==> src/rtl/core/lpmr_ram.sv <==
`timescale 1ns / 1ps
// Generic single-write, single-read RAM with a registered, enabled read port.
// No dependencies.
module lpmr_ram #(
  parameter int unsigned WIDTH = 8,
  parameter int unsigned DEPTH = 512,
  parameter int unsigned AW    = $clog2(DEPTH)
) (
  input  logic             clk,
  input  logic             we,
  input  logic [AW-1:0]    waddr,
  input  logic [WIDTH-1:0] wdata,
  input  logic             re,
  input  logic [AW-1:0]    raddr,
  output logic [WIDTH-1:0] rdata
);

  logic [WIDTH-1:0] mem [DEPTH];

  always_ff @(posedge clk) begin
    if (we) begin
      mem[waddr] <= wdata;
    end
    if (re) begin
      rdata <= mem[raddr];
    end
  end

endmodule

==> config.mk <==
export PLATFORM = sky130hd
export DESIGN_NAME = lpmr_ram
export DESIGN_NICKNAME = d
export VERILOG_FILES = /design/src/rtl/core/lpmr_ram.sv
export SDC_FILE = /design/constraint.sdc
export NUM_CORES = 2
export LEC_CHECK = 0
export ABC_CLOCK_PERIOD_IN_PS = 4050
export BUFFER_PORTS_ARGS = -buffer_cell sky130_fd_sc_hd__buf_2
export CAP_MARGIN = 30
export CORE_ASPECT_RATIO = 1.5
export CORE_MARGIN = 2
export CORE_UTILIZATION = 40
export DETAILED_ROUTE_END_ITERATION = 7
export SYNTH_ARGS = -nofsm -noshare
export SYNTH_HDL_FRONTEND = slang
export SYNTH_SLANG_ARGS = --single-unit
export TNS_END_PERCENT = 10
==> constraint.sdc <==
create_clock -name clk -period 4.05 [get_ports clk]
set_input_delay 1.215 -clock clk [delete_from_list [all_inputs] [get_ports clk]]
set_output_delay 1.215 -clock clk [all_outputs]
set_load 0.02 [all_outputs]
==> summary.txt <==
Run status
  • Outcome: finished, final reports clean

STA
  • Unrepaired setup endpoints after global routing: no
  • Hold Vio Cnt, Final: 0
  • Achievable Freq: 255 MHz
  • Relative slew margins: between 20% and 30%
  • Worst slew pin tran: 1.10 ns
  • Final hold slack: just under 0.7 ns
  • Final period util: ~97%
  • Setup violations, final: 0
  • Max Slew Vio Count: 0
  • Fin Clk Skew: between 0.04 and 0.05 ns
  • Minimum clock period: about 3.9 ns

Clock network
  • Sink Count: approximately 4,000
  • Hold Buf Count CTS: 0
  • PostCTS Resize Cnt: 0
  • Clock Latency Late Sink: roughly 0.93 ns
  • H-tree levels: 5
  • Clk slew on worst S/H paths: ~0.07 ns
  • Num CTS Buffers: 363
  • Clock Path Buffers: 4
  • Clock Tree Root: clkbuf_16
  • CTS tree: yes
  • Post CTS Setup Buffer Count: 0

Layout
  • Layout area overhead: 16.4%
  • Layout cell share with drive strength beyond 1: around 26%
  • Final core occ: approximately 47%
  • Final nets: 9,152

Critical path
  • Critical Path RT: roughly 4.9 ns
  • Worst reg2reg startpoint: mem[267][5]$_DFFE_PP_
  • Worst Path Arrival: about 4.7 ns
  • Critical Path Sink Type: flip-flop
  • Crit-path max FO: 15
  • Reg2reg setup slack: 0.96 ns
  • Critical path class: in2reg
  • Worst r2r dst: rdata[5]$_DFFE_PP_
  • Worst setup SP type: input pin
  • Critical Path Max Stage Delay: approximately 0.50 ns
  • Worst path cell trace: buf_12 -> buf_12 -> buf_12 -> buf_4 -> mux2i_1 -> o221ai_1 -> o22ai_1 -> o21ai_0 -> buf_4 -> nand4_1 -> buf_4 -> nor4_1 -> o2111a_1
  • Worst-case reg-to-reg path depth: 11
  • Worst-path cell with the longest stage delay: nor4_1

Detailed routing
  • Starting DRC count in detailed routing: roughly 9,000
  • DR DRC count: 0
  • Drt pass-1 iters: 6
  • Detailed-route wire length per cell: 30.4 µm
  • DRT antenna net count: 0
  • Vias/cell: ~5.8
  • Via count: 84,622
  • WL final: approximately 450,000 µm

Global route
  • Largest net degree at the start of global routing: 129
  • Remaining global-route overflow: 0
  • Gr usage total: around 22%
  • First-pass GRT wire length: 636,000 µm
  • Number of global-route vias before repair: roughly 87,000
  • Initial antenna violation count: 13

Placement
  • Port buffer count: 36
  • Gpl congestion: 0.909
  • Post-DP HPWL: 296,000 µm

Power and ir drop
  • Final Power: ~85 mW
  • Maximum vdd drop: 0.000437 V
  • Lkg Pwr: roughly 61 nW
  • Power density over cell area: 457 nW/µm²

Synth
  • Main flop type after synthesis: edfxtp_1
  • Mean Syn Cell Area: about 20 µm²
  • Syn_nets: between 8,000 and 9,000
  • Synthesized flop and latch total: about 4,000
  • Yosys cell types: 50
  • Synth Instances: roughly 8,000
  • Number of synthesized flops with an enable pin: 4,104
  • Sequential share of the synthesized area: around 77%
  • Synth Cell Area: between 150,000 and 200,000 µm²
  • Async set-reset flop share out of synthesis: 0%
  • Ys Warns: 0

Die
  • Starting Density: roughly two fifths
  • Num ports: 37
  • Die footprint: 405,000 µm²
  • Die Ht: between 700 and 800 µm
  • Core Area: about 400,000 µm²
  • Die width: around 520 µm
  • # rows: between 200 and 300

Worst hold path
  • Hold Crit Depth: 1
  • Hold crit path type: in2reg
  • Worst hold endpoint: mem[283][6]$_DFFE_PP_
  • Hold_sp: wdata[6]

Flow run
  • Max Cap Viol: 0
cells in the final DEF, fill, tap and decap left out, types with 12 or more instances in the layout:
cell	synthesis	final
mux4_2	654	654
o31ai_1	13	13
bufinv_16	0	22
buf_2	57	27
o22ai_1	163	163
diode_2	0	15
a21oi_1	194	194
a22oi_1	61	61
nand4_1	32	32
buf_4	70	1056
clkbuf_16	0	369
mux2i_1	797	797
nor2_1	597	596
nand3_1	36	32
clkinvlp_4	0	20
a211oi_1	17	17
nand2_4	0	12
clkbuf_1	265	74
nor4_1	36	29
buf_12	5	147
edfxtp_1	4104	4104
clkinv_2	0	56
clkinv_1	0	84
nand2_1	111	97
nor3_1	109	108
o221ai_1	371	371
o21ai_0	118	118
and2_1	20	19
final cells by class:
type	count	area [µm²]
antenna	15	37.5
clock buffer	443	9510
clock inverter	201	1660
fill	32925	212000
inverter	3	18.8
multi-input combinational	3410	34000
sequential	4104	123000
tap	5291	6620
timing repair buffer	1241	11200
cell usage after synthesis (41+ instances only):
cell | n | area (µm²)
clkbuf_1 | 265 | 995
buf_6 | 64 | 721
a21oi_1 | 194 | 971
nand2_1 | 111 | 417
nor2_1 | 597 | 2240
a22oi_1 | 61 | 458
buf_2 | 57 | 285
edfxtp_1 | 4104 | 123000
o221ai_1 | 371 | 3250
buf_4 | 70 | 526
mux2i_1 | 797 | 7980
buf_1 | 41 | 154
nor3_1 | 109 | 546
mux4_2 | 654 | 14700
o21ai_0 | 118 | 591
o22ai_1 | 163 | 1020
worst max-delay path: cells and delay by family:
kind                   cells  cell delay (ns)
buffers and inverters      6             1.32
multiplexers               1             0.11
AO/OA/AOI/OAI              4             1.26
AND/OR/NAND/NOR            2             0.74
metal layers:
metal	GRT usage, %	wire length, µm
met4	10.1	23200
met1	26.2	165000
met5	0	33
met2	38.4	232000
met3	3.14	27800
sequential cells by signal, indices dropped and copies added (netlist names):
signal  flops
mem      4096
rdata       8
logic make-up after synthesis:
| family | share of synthesized area (%) |
|---|---|
| buf+inv | 1.85 |
| compound gates | 4.31 |
| simple gates | 2.63 |
| flops | 77.0 |
| mux | 14.2 |
metrics by stage:
stage	instances	setup slack, ns	instance area (µm²)	setup TNS [ns]
2_1_floorplan	8030	0.724	160000	0
3_3_place_gp	14043	-1.22	175000	-7.01
3_5_place_dp	14047	-0.836	175000	-5.17
4_1_cts	14691	0.173	186000	0
5_1_grt	14694	0.148	186000	0
6_report	14708	0.123	186000	0
how the worst max path moves through the flow:
stage,end,slack [ns],cells after the start,start
after floorplan,rdata[0]$_DFFE_PP_,0.72,10,raddr[0]
after global placement,rdata[2]$_DFFE_PP_,-1.22,14,raddr[2]
after detailed placement,rdata[3]$_DFFE_PP_,-0.84,13,raddr[0]
after CTS,rdata[4]$_DFFE_PP_,0.17,13,raddr[0]
after global routing,rdata[5]$_DFFE_PP_,0.15,12,raddr[0]
final,rdata[4]$_DFFE_PP_,0.12,13,raddr[0]
where the power goes:
part           switching [mW]  total, mW  internal (mW)
sequential             0.0316       46.8           46.8
combinational            3.12       4.87           1.75
clock                    15.4       33.5           18.2
total                    18.5       85.2           66.7
Note: power is estimated with default switching activity, not from simulation.
