## src/rtl/core/lpmr_pkg.sv

```systemverilog
`timescale 1ns / 1ps
// Shared types and constants for the length-prefixed message ring.
// No dependencies; the interfaces, the engine and the top level refer to it by scoped names.
package lpmr_pkg;

  localparam int unsigned DEF_MAX_CAPACITY = 1024;
  localparam int unsigned CAP_RESET        = 1024;
  localparam int unsigned CAP_MIN          = 8;
  localparam int unsigned HDR_BYTES        = 4;

  localparam int unsigned OP_W     = 2;
  localparam int unsigned LEN_W    = 16;
  localparam int unsigned BYTE_W   = 8;
  localparam int unsigned CFG_W    = 11;
  localparam int unsigned FREE_W   = 11;
  localparam int unsigned STATUS_W = 2;

  typedef enum logic [OP_W-1:0] {
    OP_START_WRITE = 2'd0,
    OP_PAYLOAD     = 2'd1,
    OP_START_READ  = 2'd2,
    OP_READ_BYTE   = 2'd3
  } op_t;

  typedef enum logic [STATUS_W-1:0] {
    ST_OK      = 2'd0,
    ST_NO_ROOM = 2'd1,
    ST_EMPTY   = 2'd2,
    ST_SEQ     = 2'd3
  } status_t;

  // What the RAM read data register holds for the pending result
  typedef enum logic [1:0] {
    RD_NONE = 2'd0,
    RD_LEN  = 2'd1,
    RD_BYTE = 2'd2
  } rd_kind_t;

  typedef struct packed {
    op_t                op;
    logic [LEN_W-1:0]   msg_length;
    logic [BYTE_W-1:0]  data_byte;
    logic [LEN_W-1:0]   recv_limit;
  } in_item_t;

  typedef struct packed {
    status_t  status;
    logic     kept;
    logic     last;
    rd_kind_t kind;
    logic     swap;   // odd byte address: low byte sits in bank 1
  } res_ctl_t;

  typedef struct packed {
    logic we0;
    logic we1;
    logic re0;
    logic re1;
  } mem_ctl_t;

endpackage

```

## src/rtl/core/lpmr_engine.sv

```systemverilog
`timescale 1ns / 1ps
// Ring pointer state, sequencing checks and RAM request generation.
// Depends on lpmr_pkg; drives the two byte banks instantiated in the top level.
module lpmr_engine #(
  parameter int unsigned MAX_CAPACITY = lpmr_pkg::DEF_MAX_CAPACITY,
  parameter int unsigned BW           = $clog2(MAX_CAPACITY) - 1
) (
  input  logic                              clk,
  input  logic                              rst,
  input  logic                              cfg_wr_en,
  input  logic [lpmr_pkg::CFG_W-1:0]        cfg_wr_data,
  input  logic                              item_valid,
  input  lpmr_pkg::in_item_t                item,
  input  logic                              adv,
  input  logic [lpmr_pkg::LEN_W-1:0]        hdr_len,
  output lpmr_pkg::res_ctl_t                res_ctl,
  output lpmr_pkg::mem_ctl_t                mem_ctl,
  output logic [BW-1:0]                     idx0,
  output logic [BW-1:0]                     idx1,
  output logic [lpmr_pkg::BYTE_W-1:0]       wd0,
  output logic [lpmr_pkg::BYTE_W-1:0]       wd1,
  output logic signed [lpmr_pkg::FREE_W-1:0] free_bytes,
  output logic                              ring_empty
);

  localparam int unsigned PW = $clog2(MAX_CAPACITY);
  localparam int unsigned CW = $clog2(MAX_CAPACITY + 1);
  localparam int unsigned LW = lpmr_pkg::LEN_W;
  localparam int unsigned FW = ((CW > LW + 1) ? CW : LW + 1) + 1;
  localparam int unsigned XW = (CW > lpmr_pkg::CFG_W) ? CW : lpmr_pkg::CFG_W;
  localparam int unsigned CAP_RST = (lpmr_pkg::CAP_RESET > MAX_CAPACITY) ?
                                    MAX_CAPACITY : lpmr_pkg::CAP_RESET;

  logic [CW-1:0] cap;
  logic [PW-1:0] cw_ptr, cw_ptr_next;
  logic [PW-1:0] ww_ptr, ww_ptr_next;
  logic [LW-1:0] wr_rem, wr_rem_next;
  logic [PW-1:0] rd_ptr, rd_ptr_next;
  logic [LW-1:0] rd_rem, rd_rem_next;
  logic [LW-1:0] rd_pos, rd_pos_next;
  logic [LW-1:0] rd_lim, rd_lim_next;
  logic          len_pend, len_pend_next;

  logic [CW-1:0]        cap_cfg;
  logic [CW-1:0]        used;
  logic signed [FW-1:0] free_s;
  logic                 room_ok;
  logic [LW-1:0]        rr_eff;
  logic [PW-1:0]        p_wr, p_rd, p_wr_adv, p_rd_adv, ww_inc, rd_inc, addr;
  lpmr_pkg::mem_ctl_t   mem_req;

  // Clamp the capacity once at write time
  always_comb begin
    if (XW'(cfg_wr_data) < XW'(lpmr_pkg::CAP_MIN)) begin
      cap_cfg = CW'(lpmr_pkg::CAP_MIN);
    end else if (XW'(cfg_wr_data) > XW'(MAX_CAPACITY)) begin
      cap_cfg = CW'(MAX_CAPACITY);
    end else begin
      cap_cfg = CW'(cfg_wr_data);
    end
  end

  // Occupancy from committed pointers; state is stable while a result waits
  assign used = (cw_ptr >= rd_ptr) ? (CW'(cw_ptr) - CW'(rd_ptr))
                                   : (CW'(cw_ptr) + cap - CW'(rd_ptr));
  assign free_s     = $signed(FW'(cap) - FW'(used) - FW'(lpmr_pkg::HDR_BYTES));
  assign room_ok    = free_s >= $signed(FW'(item.msg_length) + FW'(lpmr_pkg::HDR_BYTES));
  assign free_bytes = free_s[lpmr_pkg::FREE_W-1:0];
  assign ring_empty = (cw_ptr == rd_ptr);

  // Header length of the last start read is still in the RAM read register
  assign rr_eff = len_pend ? hdr_len : rd_rem;

  // Headers never split: jump to zero when the tail is too short
  assign p_wr = ((cap - CW'(cw_ptr)) < CW'(lpmr_pkg::HDR_BYTES)) ? '0 : cw_ptr;
  assign p_rd = ((cap - CW'(rd_ptr)) < CW'(lpmr_pkg::HDR_BYTES)) ? '0 : rd_ptr;
  assign p_wr_adv = ((CW'(p_wr) + CW'(lpmr_pkg::HDR_BYTES)) == cap) ? '0 :
                    PW'(p_wr + PW'(lpmr_pkg::HDR_BYTES));
  assign p_rd_adv = ((CW'(p_rd) + CW'(lpmr_pkg::HDR_BYTES)) == cap) ? '0 :
                    PW'(p_rd + PW'(lpmr_pkg::HDR_BYTES));
  assign ww_inc = ((CW'(ww_ptr) + CW'(1)) == cap) ? '0 : PW'(ww_ptr + PW'(1));
  assign rd_inc = ((CW'(rd_ptr) + CW'(1)) == cap) ? '0 : PW'(rd_ptr + PW'(1));

  always_comb begin
    cw_ptr_next   = cw_ptr;
    ww_ptr_next   = ww_ptr;
    wr_rem_next   = wr_rem;
    rd_ptr_next   = rd_ptr;
    rd_rem_next   = rr_eff;
    rd_pos_next   = rd_pos;
    rd_lim_next   = rd_lim;
    len_pend_next = 1'b0;
    res_ctl       = '{status: lpmr_pkg::ST_OK, kept: 1'b0, last: 1'b0,
                      kind: lpmr_pkg::RD_NONE, swap: 1'b0};
    mem_req       = '0;
    addr          = '0;
    wd0           = item.data_byte;
    wd1           = item.data_byte;

    case (item.op)
      lpmr_pkg::OP_START_WRITE: begin
        if (wr_rem != '0) begin
          res_ctl.status = lpmr_pkg::ST_SEQ;
        end else if (!room_ok) begin
          res_ctl.status = lpmr_pkg::ST_NO_ROOM;
        end else begin
          addr        = p_wr;
          mem_req.we0 = 1'b1;
          mem_req.we1 = 1'b1;
          wd0 = p_wr[0] ? item.msg_length[15:8] : item.msg_length[7:0];
          wd1 = p_wr[0] ? item.msg_length[7:0]  : item.msg_length[15:8];
          ww_ptr_next = p_wr_adv;
          wr_rem_next = item.msg_length;
          if (item.msg_length == '0) begin
            cw_ptr_next = p_wr_adv;
          end
        end
      end
      lpmr_pkg::OP_PAYLOAD: begin
        if (wr_rem == '0) begin
          res_ctl.status = lpmr_pkg::ST_SEQ;
        end else begin
          addr        = ww_ptr;
          mem_req.we0 = !ww_ptr[0];
          mem_req.we1 = ww_ptr[0];
          ww_ptr_next = ww_inc;
          wr_rem_next = wr_rem - LW'(1);
          if (wr_rem == LW'(1)) begin
            cw_ptr_next  = ww_inc;
            res_ctl.last = 1'b1;
          end
        end
      end
      lpmr_pkg::OP_START_READ: begin
        if (rr_eff != '0) begin
          res_ctl.status = lpmr_pkg::ST_SEQ;
        end else if (cw_ptr == rd_ptr) begin
          res_ctl.status = lpmr_pkg::ST_EMPTY;
        end else begin
          addr          = p_rd;
          mem_req.re0   = 1'b1;
          mem_req.re1   = 1'b1;
          res_ctl.kind  = lpmr_pkg::RD_LEN;
          res_ctl.swap  = p_rd[0];
          rd_ptr_next   = p_rd_adv;
          rd_pos_next   = '0;
          rd_lim_next   = item.recv_limit;
          len_pend_next = 1'b1;
        end
      end
      lpmr_pkg::OP_READ_BYTE: begin
        if (rr_eff == '0) begin
          res_ctl.status = lpmr_pkg::ST_SEQ;
        end else begin
          addr         = rd_ptr;
          mem_req.re0  = !rd_ptr[0];
          mem_req.re1  = rd_ptr[0];
          res_ctl.kind = lpmr_pkg::RD_BYTE;
          res_ctl.swap = rd_ptr[0];
          res_ctl.kept = rd_pos < rd_lim;
          res_ctl.last = (rr_eff == LW'(1));
          rd_ptr_next  = rd_inc;
          rd_pos_next  = rd_pos + LW'(1);
          rd_rem_next  = rr_eff - LW'(1);
        end
      end
      default: begin
        res_ctl.status = lpmr_pkg::ST_SEQ;
      end
    endcase
  end

  // Bank 1 holds odd addresses; a header at an odd address spills into the next even row
  assign idx1 = addr[PW-1:1];
  assign idx0 = addr[PW-1:1] + BW'(addr[0]);

  assign mem_ctl = '{we0: mem_req.we0 && adv && item_valid,
                     we1: mem_req.we1 && adv && item_valid,
                     re0: mem_req.re0 && adv && item_valid,
                     re1: mem_req.re1 && adv && item_valid};

  always_ff @(posedge clk) begin
    if (rst) begin
      cap      <= CW'(CAP_RST);
      cw_ptr   <= '0;
      ww_ptr   <= '0;
      wr_rem   <= '0;
      rd_ptr   <= '0;
      rd_rem   <= '0;
      rd_pos   <= '0;
      rd_lim   <= '0;
      len_pend <= 1'b0;
    end else if (cfg_wr_en) begin
      cap      <= cap_cfg;
      cw_ptr   <= '0;
      ww_ptr   <= '0;
      wr_rem   <= '0;
      rd_ptr   <= '0;
      rd_rem   <= '0;
      rd_pos   <= '0;
      rd_lim   <= '0;
      len_pend <= 1'b0;
    end else if (adv && item_valid) begin
      cw_ptr   <= cw_ptr_next;
      ww_ptr   <= ww_ptr_next;
      wr_rem   <= wr_rem_next;
      rd_ptr   <= rd_ptr_next;
      rd_rem   <= rd_rem_next;
      rd_pos   <= rd_pos_next;
      rd_lim   <= rd_lim_next;
      len_pend <= len_pend_next;
    end
  end

endmodule

```

## config.mk

```make
export PLATFORM = sky130hd
export DESIGN_NAME = lpmr_engine
export DESIGN_NICKNAME = d
export VERILOG_FILES = /design/src/rtl/core/lpmr_pkg.sv /design/src/rtl/core/lpmr_engine.sv
export SDC_FILE = /design/constraint.sdc
export NUM_CORES = 1
export LEC_CHECK = 0
export BUFFER_PORTS_ARGS = -buffer_cell sky130_fd_sc_hd__buf_2
export CORE_AREA = 3 3 145 147
export CTS_CLUSTER_DIAMETER = 60
export DETAILED_ROUTE_END_ITERATION = 10
export DIE_AREA = 0 0 148 150
export HOLD_SLACK_MARGIN = 0.02
export MAX_ROUTING_LAYER = met4
export PLACE_DENSITY = 0.81
export SYNTH_ARGS = -nofsm -noshare
export SYNTH_HDL_FRONTEND = slang
export SYNTH_SLANG_ARGS = --single-unit
```

## constraint.sdc

```tcl
create_clock -name clk -period 8.4 [get_ports clk]
set_input_delay 0.42 -clock clk [delete_from_list [all_inputs] [get_ports clk]]
set_output_delay 0.42 -clock clk [all_outputs]
set_load 0.03 [all_outputs]
```

==> results.md, run 1 <==
Outcome:
- The run finished with clean final reports.

Synthesis:
- The mean instance size in the synthesized netlist is around 7.3 µm².
- The synthesized design contains approximately 110 register bits.
- The number of distinct library cell variants in the gate-level netlist after synthesis is 100.
- Yosys mapped a number of flops with a built-in enable equal to 0.
- In the synthesized netlist the async set-or-reset flop fraction comes to 0%.
- During synthesis, Yosys emitted a total of 0 warnings.
- The synthesized netlist net count is ~1.8k.
- The part of the Yosys area used for sequential elements is between 10% and 20%.
- The predominant post-synthesis flop cell is sky130_fd_sc_hd__dfxtp_1.
- The synthesized netlist cell count is around 1.6k.
- The combined area of all synthesized cells is between 10000 and 15000 µm².

STA:
- The hold violation count in the final report was 0.
- The worst-case clock skew is 16.8 ps.
- The highest attainable clock frequency is between 100 and 150 MHz.
- The max-slew headroom at the worst pin is a little under a quarter.
- The total negative setup slack is 0 ps.
- The worst slack on hold paths is between 200 and 300 ps.
- The count of pins over their slew limit came to 0.
- Setup violations remaining at the end of the flow were counted as 0.
- The slew at the pin closest to its max-slew limit is 1140 ps.
- The final cycle utilization of the critical path is a little over nine tenths.
- The final critical delay including setup and external delays is around 8000 ps.

Finish:
- The final layout contains approximately 1.9k nets.
- Across the whole layout, storage elements account for around 2100 µm².
- In the final layout, the multi-input gates occupy 9030 µm².
- The synthesis-to-finish area growth is 11.8%.
- The fraction of final layout cells sized beyond drive strength 1 is approximately 15%.
- The count of filler cells inserted in the layout is between 1.5k and 2k.
- The count of cells in the finished layout, fillers not included, comes to just under 2k.
- The antenna diode count is 0.

Clock tree:
- The master cell of the clock root buffer is sky130_fd_sc_hd__clkbuf_16.
- The clock tree from TritonCTS is done.
- The number of hold buffers added after CTS is 0.
- No sink is reached through more buffers than the 2 on the longest clock path.
- The clock tree synthesis step divided the H-tree into 3 levels.
- Counting every sink on the clock net gives about 110.
- The clock input transition at the sequential cells of the worst setup and hold paths is about 90 ps.
- Counting the buffers created by CTS gives 9.
- For the worst-skew pair, the clock arrives at the later sink with an insertion delay of about 370 ps.

Global routing:
- The initial antenna violation count came to 0.
- The first global-routing pass estimated 61100 µm of wire.
- The pin count of the biggest net entering global routing is 66.
- Global routing finished with a remaining overflow of 0.
- For this run, the total global-route usage over all layers was measured as 34.6%.
- The via count of the first global-routing pass came to around 12k.

Hold path:
- The class of the worst hold path is in2reg.

Power:
- The worst-case IR drop observed on VDD is approximately 0.00011 V.
- The static leakage power is 0.00526 µW.
- For this design the ratio of total power to cell area is 113 nW/µm².

Floorplanning:
- The die area is ~22000 µm².
- The die is 150 µm tall.
- The core footprint is about 20000 µm².
- between 100 and 150 I/O pins were placed.
- The floorplan has 52 rows.
- For this configuration, the core starts out at a cell density of between 50% and 60%.
- In this run the horizontal extent of the chip is ~150 µm.

Critical path:
- The largest driver fanout on the critical path is 8.
- For flop-to-flop paths, the worst setup slack is 1060 ps.
- The kind of capture point of the worst setup path is an output pin.
- The slowest stage of the critical path belongs to the cell sky130_fd_sc_hd__fa_1.
- For this run, the slowest stage of the critical path takes around 540 ps.
- The cell type with the highest occurrence count on the critical path is sky130_fd_sc_hd__a21oi_1.
- The worst setup path is launched from a flip-flop.
- The setup path with the least slack is of type reg2out.
- STA puts the critical path data required time at ~8000 ps.
- The gate family responsible for the most delay along the worst path is compound AO/OA/AOI/OAI gates.
- The data arrival time of the critical path is 7620 ps.
- The number of buffer and inverter instances along the worst setup path is 4.

Placed design:
- In this run, placement finished with an instance count of between 1.5k and 2k.
- The number of port buffers is 130.
- The placer congestion estimate is between 1 and 1.5.
- The post-DP HPWL is between 20000 and 30000 µm.

Detailed routing:
- The per-cell routed wire length is roughly 19 µm.
- The via-per-instance ratio is 6.42.
- The first-pass iteration count of the detailed router is 6.
- The wire length after detailed routing is between 30000 and 40000 µm.
- The detailed router finished its first iteration with ~1.1k violations.
- Across all layers, the routed design uses roughly 13k vias.
- The detail route stage leaves a number of antenna-violating nets equal to 0.
- For this run, design rule violations remaining after detail routing come to 0.

Run:
- The number of max-cap violations is 0.
[worst register-to-register path, delay by kind of cell (launching register included)]
| kind | cells | cell delay [ps] |
|---|---|---|
| mux | 1 | 240 |
| simple gates | 10 | 1900 |
| fa+ha+maj | 4 | 1070 |
| flops | 1 | 360 |
| compound gates | 17 | 3070 |
| buf+inv | 4 | 640 |
[power breakdown]
group | internal [µW] | switching, µW
clock network | 217 | 237
registers | 505 | 5.98
logic | 189 | 339
total | 911 | 582
[path summary, 6_finish.rpt]
| check | depth (start not counted) | start | endpoint |
|---|---|---|---|
| setup reg to reg | 36 | rd_ptr[1]$_SDFFE_PP0P_ | ww_ptr[3]$_SDFFE_PP0P_ |
| hold reg to reg | 2 | rd_lim[1]$_SDFFE_PP0P_ | rd_lim[1]$_SDFFE_PP0P_ |
| hold / removal | 3 | cfg_wr_data[4] | cap[4]$_SDFFE_PP0P_ |
| setup / recovery | 34 | cw_ptr[1]$_SDFFE_PP0P_ | idx0[7] |
[placed cells by master, fill, tap and decap left out, types with 9 or more instances in the layout]
master                      synthesis  layout
sky130_fd_sc_hd__nand2_1          163     163
sky130_fd_sc_hd__a21oi_1          154     151
sky130_fd_sc_hd__buf_2              9     129
sky130_fd_sc_hd__nor2_1           119     119
sky130_fd_sc_hd__o21ai_0          112     107
sky130_fd_sc_hd__inv_1            106     104
sky130_fd_sc_hd__dfxtp_1          106     104
sky130_fd_sc_hd__ha_1              91      89
sky130_fd_sc_hd__xnor2_1           77      73
sky130_fd_sc_hd__nand3_1           54      54
sky130_fd_sc_hd__xor2_1            41      38
sky130_fd_sc_hd__nor3_1            41      38
sky130_fd_sc_hd__buf_4              3      37
sky130_fd_sc_hd__nand4_1           34      34
sky130_fd_sc_hd__a21o_1            26      26
sky130_fd_sc_hd__a31oi_1           27      26
sky130_fd_sc_hd__mux2i_1           25      25
sky130_fd_sc_hd__nand2b_1          21      21
sky130_fd_sc_hd__o31ai_1           20      20
sky130_fd_sc_hd__or3_1             20      20
sky130_fd_sc_hd__o211ai_1          16      16
sky130_fd_sc_hd__and2_1            16      16
sky130_fd_sc_hd__nor4_1            16      16
sky130_fd_sc_hd__a211oi_1          15      15
sky130_fd_sc_hd__and3_1            13      13
sky130_fd_sc_hd__fa_1              12      12
sky130_fd_sc_hd__o21a_1            11      11
sky130_fd_sc_hd__a211o_1           10      10
sky130_fd_sc_hd__or2_2              9       9
sky130_fd_sc_hd__nor3b_1           10       9
sky130_fd_sc_hd__clkbuf_16          0       9
[layout make-up]
cell class	count	share of cell area, %
multi-input combinational	1316	68.6
clock buffer	9	1.71
clock inverter	7	0.675
sequential	106	16.1
inverter	108	3.11
tap	270	2.57
timing repair buffer	168	7.16
[repair_timing]
| action | in CTS | in global routing |
|---|---|---|
| pin swaps | 2 | 2 |
| setup endpoints to repair | 7 | 9 |
| setup buffers | 2 | 4 |
| gates resized for setup | 4 | 25 |
[logic make-up after synthesis]
| logic type | Yosys count | share of synthesized area (%) |
|---|---|---|
| muxes | 27 | 2.32 |
| xor gates and xnor gates | 122 | 9.55 |
| buffers and inverters | 193 | 6.55 |
| AOI/OAI and AO/OA | 497 | 27.7 |
| adders and majority gates | 103 | 11.7 |
| and+or+nand+nor | 567 | 24.2 |
| DFF | 106 | 18.0 |
[through the flow]
stage / area [µm²] / util, % / power (µW) / setup WS [ps]
5_1_grt: 13200 / 65.7 / 1560 / -14.4
2_1_floorplan: 11800 / - / 884 / 29.2
3_5_place_dp: 12700 / 63.4 / 1020 / 49.3
3_3_place_gp: 12700 / 63.4 / 1010 / 428
6_report: 13200 / 65.7 / 1490 / 361
4_1_cts: 13000 / 65.1 / 1480 / 51.7
[Yosys cell counts (5+ instances only)]
master / number / area share (%)
sky130_fd_sc_hd__nand3b_1: 5 / 0.32
sky130_fd_sc_hd__a21boi_0: 6 / 0.38
sky130_fd_sc_hd__and3_1: 13 / 0.69
sky130_fd_sc_hd__o31ai_1: 20 / 1.3
sky130_fd_sc_hd__fa_1: 12 / 2.0
sky130_fd_sc_hd__nor4_1: 16 / 0.85
sky130_fd_sc_hd__o31a_1: 5 / 0.37
sky130_fd_sc_hd__and4_1: 6 / 0.45
sky130_fd_sc_hd__a32oi_1: 5 / 0.37
sky130_fd_sc_hd__a211oi_1: 15 / 0.96
sky130_fd_sc_hd__a2bb2oi_1: 6 / 0.45
sky130_fd_sc_hd__nand4_1: 34 / 1.8
sky130_fd_sc_hd__nor4b_1: 7 / 0.52
sky130_fd_sc_hd__nand3_1: 54 / 2.3
sky130_fd_sc_hd__dfxtp_1: 106 / 18
sky130_fd_sc_hd__a22oi_1: 9 / 0.57
sky130_fd_sc_hd__inv_1: 106 / 3.4
sky130_fd_sc_hd__xnor2_1: 77 / 5.7
sky130_fd_sc_hd__o21a_1: 11 / 0.70
sky130_fd_sc_hd__o211ai_1: 16 / 1.0
sky130_fd_sc_hd__or4_1: 5 / 0.32
sky130_fd_sc_hd__buf_2: 9 / 0.38
sky130_fd_sc_hd__nand2_1: 163 / 5.2
sky130_fd_sc_hd__a22o_1: 7 / 0.52
sky130_fd_sc_hd__or3_1: 20 / 1.1
sky130_fd_sc_hd__ha_1: 91 / 9.7
sky130_fd_sc_hd__mux2i_1: 25 / 2.1
sky130_fd_sc_hd__nand2b_1: 21 / 1.1
sky130_fd_sc_hd__or2_2: 9 / 0.48
sky130_fd_sc_hd__clkbuf_1: 65 / 2.1
sky130_fd_sc_hd__a31oi_1: 27 / 1.4
sky130_fd_sc_hd__nor3b_1: 10 / 0.64
sky130_fd_sc_hd__xor2_1: 41 / 3.1
sky130_fd_sc_hd__o21ai_0: 112 / 4.8
sky130_fd_sc_hd__nor3_1: 41 / 1.7
sky130_fd_sc_hd__and2_1: 16 / 0.85
sky130_fd_sc_hd__a211o_1: 10 / 0.74
sky130_fd_sc_hd__o21bai_1: 7 / 0.45
sky130_fd_sc_hd__nor2_1: 119 / 3.8
sky130_fd_sc_hd__nor2b_1: 7 / 0.37
sky130_fd_sc_hd__a21oi_1: 154 / 6.5
sky130_fd_sc_hd__a21o_1: 26 / 1.7
[routing by layer]
metal	vias up	track usage (%)	routed length [µm]
met4	0	11.6	1290
met2	645	55.4	17500
met5	-	-	0
met3	125	5.09	3350
li1	6057	-	-
met1	5911	45.0	16100
[registers in the layout (all words and copies together), names as in the netlist]
signal    cells
rd_ptr       10
cw_ptr       10
rd_rem       16
rd_lim       16
ww_ptr       10
rd_pos       16
wr_rem       16
cap          11
len_pend      1
Power figures use the tool's default switching activity.
==> inputs of run 2 (changes only) <==
REMOVE_ABC_BUFFERS = 1   (was not set)
==> run 2 against run 1 <==
  * Global-route usage decreased by 0.52 points
  * Critical path type unchanged
  * Register-to-register slack improved by 110 ps
  * Sequential power hardly changed
  * Non-clock buffer count stayed put
  * Largest power group unchanged
==> results.md, run 2 (synthesized netlist as in run 1, its figures left out) <==
Clock tree:
- The master cell of the clock root buffer is sky130_fd_sc_hd__clkbuf_16.
- The clock input transition at the sequential cells of the worst setup and hold paths is 90 ps (about the same).
- TritonCTS built the clock tree.
- The later-pin clock latency in the skew report is 370 ps (about the same).
- The total number of clock tree sinks is 106 (unchanged).
- The number of hold buffers added after CTS is 0 (unchanged).
- The maximum buffer depth of the clock tree is 2 (unchanged).
- The maximum level of the CTS H-tree is 3 (unchanged).
- The CTS buffer count is 9 (unchanged).

Critical path:
- The delay of the slowest cell on the worst path is 440 ps (-100 ps).
- The slowest cell on the critical path is sky130_fd_sc_hd__a2111oi_4.
- STA classifies the critical path endpoint as an output pin.
- In this run the critical register-to-register path is launched from rd_ptr[2]$_SDFFE_PP0P_.
- The data arrival time of the critical path was 7650 ps (+30 ps).
- The largest driver fanout on the critical path is 17 (+9).
- The endpoint of the lowest-slack register-to-register path is cw_ptr[1]$_SDFFE_PP0P_.
- The worst setup path is launched from a flip-flop.
- The reg2reg setup slack is 1170 ps (+110 ps).
- The worst reg-to-reg path cell count was 33 (-8.3%).
- The critical path is of the reg2out type.
- The data required time of the critical path is 7980 ps (about the same).

Detailed routing:
- The first-pass iteration count of the detailed router is 6 (unchanged).
- The number of violations reported at the end of detailed-routing iteration 0 is 1440 (+32%).
- The per-cell routed wire length is 19.4 µm (+0.76%).
- The DRC violation count after routing is 0 (unchanged).
- The wire length after detailed routing is 38500 µm (+0.81%).
- The via-per-instance ratio is 6.45 (+0.52%).
- The remaining number of nets flagged by the antenna check after routing is 0 (unchanged).
- The total vias in the final route came to 12.8k (+0.57%).

Finish:
- The library cell used most frequently in the layout, excluding fill and tap cells, is sky130_fd_sc_hd__nand2_1.
- The fraction of final layout cells sized beyond drive strength 1 is 14.1% (-0.76 points).
- The core utilization of the finished layout came to 65.3% (-0.36 points).
- The synthesis-to-finish area growth is 11.2%.
- In the layout the commonest cells are sky130_fd_sc_hd__nand2_1 (163), sky130_fd_sc_hd__a21oi_1 (152), sky130_fd_sc_hd__buf_2 (130).
- The net count reported at finish came to 1886 (unchanged).

Hold path:
- The worst hold path stage count is 3 (unchanged).
- The class of the worst hold path is in2reg.
- The startpoint identified for the worst hold timing path is cfg_wr_data[5].
- The worst hold path terminates at cap[5]$_SDFFE_PP0P_.

Global routing:
- The global-route wire length before repair is 60100 µm (-1.7%).
- The pin count of the biggest net entering global routing came to 66 (unchanged).
- The total global-route track usage is 34.0% (-0.52 points).
- The via count of the first global-routing pass is 11.7k (-1.8%).
- The initial antenna violation count is 1 (+1).
- The total congestion overflow after global routing came to 0 (unchanged).

Floorplanning:
- The die area is 22200 µm² (unchanged).
- The boundary pin count is 131 (unchanged).
- The number of standard-cell rows in the floorplan is 52 (unchanged).
- The starting density of the core is 58.7% (unchanged).
- The die width came to 148 µm (unchanged).
- The core footprint is 20000 µm² (unchanged).
- The die span in y is 150 µm (unchanged).

STA:
- The worst-case clock skew is 17.1 ps (+0.290 ps).
- The max-slew headroom at the worst pin is 20.5% (-3.0 points).
- The slew at the pin closest to its max-slew limit is 1180 ps (+39.2 ps).
- The final critical-path setup slack came to 330 ps (-30.9 ps).
- The final critical delay including setup and external delays is 8070 ps (+30.9 ps).
- The setup-violating endpoint count in the final report is 0 (unchanged).
- The count of pins over their slew limit is 0 (unchanged).
- The highest attainable clock frequency came to 124 MHz (-0.38%).
- The hold violation count in the final report is 0 (unchanged).
- The final cycle utilization of the critical path was 96.1% (+0.37 points).

Outcome:
- The run finished with clean final reports.

Placed design:
- The setup slack after placement is 127 ps (+77.5 ps).
- The post-DP HPWL is 29100 µm (-0.51%).
- The placer congestion estimate is 1.03 (+1.2%).
- The number of port buffers is 130 (unchanged).

Power:
- The total power divided by cell area came to 113 nW/µm² (-0.31%).
- The maximum VDD drop is 0.000136 V (+29%).
- The static leakage power is 0.00521 µW (-0.80%).

Run:
- The number of max-cap violations is 0 (unchanged).
==> run 2: how the worst max path moves through the flow <==
| stage | startpoint | to | slack, ps |
|---|---|---|---|
| after floorplan | rd_ptr[5]$_SDFFE_PP0P_ | idx0[7] | -1050 |
| after global placement | cw_ptr[0]$_SDFFE_PP0P_ | idx0[7] | 420 |
| after detailed placement | cw_ptr[0]$_SDFFE_PP0P_ | idx0[7] | 130 |
| after CTS | cw_ptr[0]$_SDFFE_PP0P_ | idx0[7] | 60 |
| after global routing | cw_ptr[1]$_SDFFE_PP0P_ | idx0[7] | -70 |
| final | cw_ptr[1]$_SDFFE_PP0P_ | idx0[7] | 330 |
==> run 2: metal layers <==
layer / vias up / global-route usage (%) / share of wire [%]
li1: 6066 / - / -
met1: 5891 / 44.6 / 41
met2: 718 / 52.5 / 44
met3: 136 / 5.63 / 11
met4: 0 / 13.8 / 4.5
met5: - / - / 0
==> run 2: repair_timing <==
item | in CTS | in global routing
endpoints found under the setup margin | 5 | 8
resized for setup | 4 | 15
setup buffers | 1 | 4
pin swaps | 1 | 4
==> run 2: where the power goes <==
group          switching, µW  internal (µW)  total (µW)  leakage [µW]
Combinational            332            188         520       0.00421
Sequential              5.53            505         511      0.000856
Clock                    234            215         449      0.000152
==> run 2: final cells by class <==
cell class	instances	area (µm²)
inverters	108	405
flip-flops and latches	106	2120
fillers	1802	6960
repair buffers	168	948
multi-input cells	1316	8950
clock inverters	7	91.3
diodes	1	2.50
clock buffers	9	225
well taps	270	338
==> run 2: critical path, delay by kind of cell (launching register included) <==
family | cells | cell delay, ps
AND/OR/NAND/NOR | 9 | 1740
multiplexers | 1 | 330
AO/OA/AOI/OAI | 14 | 2850
XOR/XNOR | 2 | 330
flip-flops | 1 | 420
buffers and inverters | 2 | 480
adder cells (fa/ha/maj) | 4 | 1120
==> run 2: per-stage QoR <==
stage	hold slack [ps]	total power (µW)	TNS [ps]	area (µm²)	std cells
floorplan	431	869	-11020	11400	1530
detailed placement	446	1010	0	12700	1963
global route	276	1550	-111	13100	1985
finish	267	1480	0	13100	1985
CTS	266	1460	0	13000	1980
global placement	438	1010	0	12700	1963
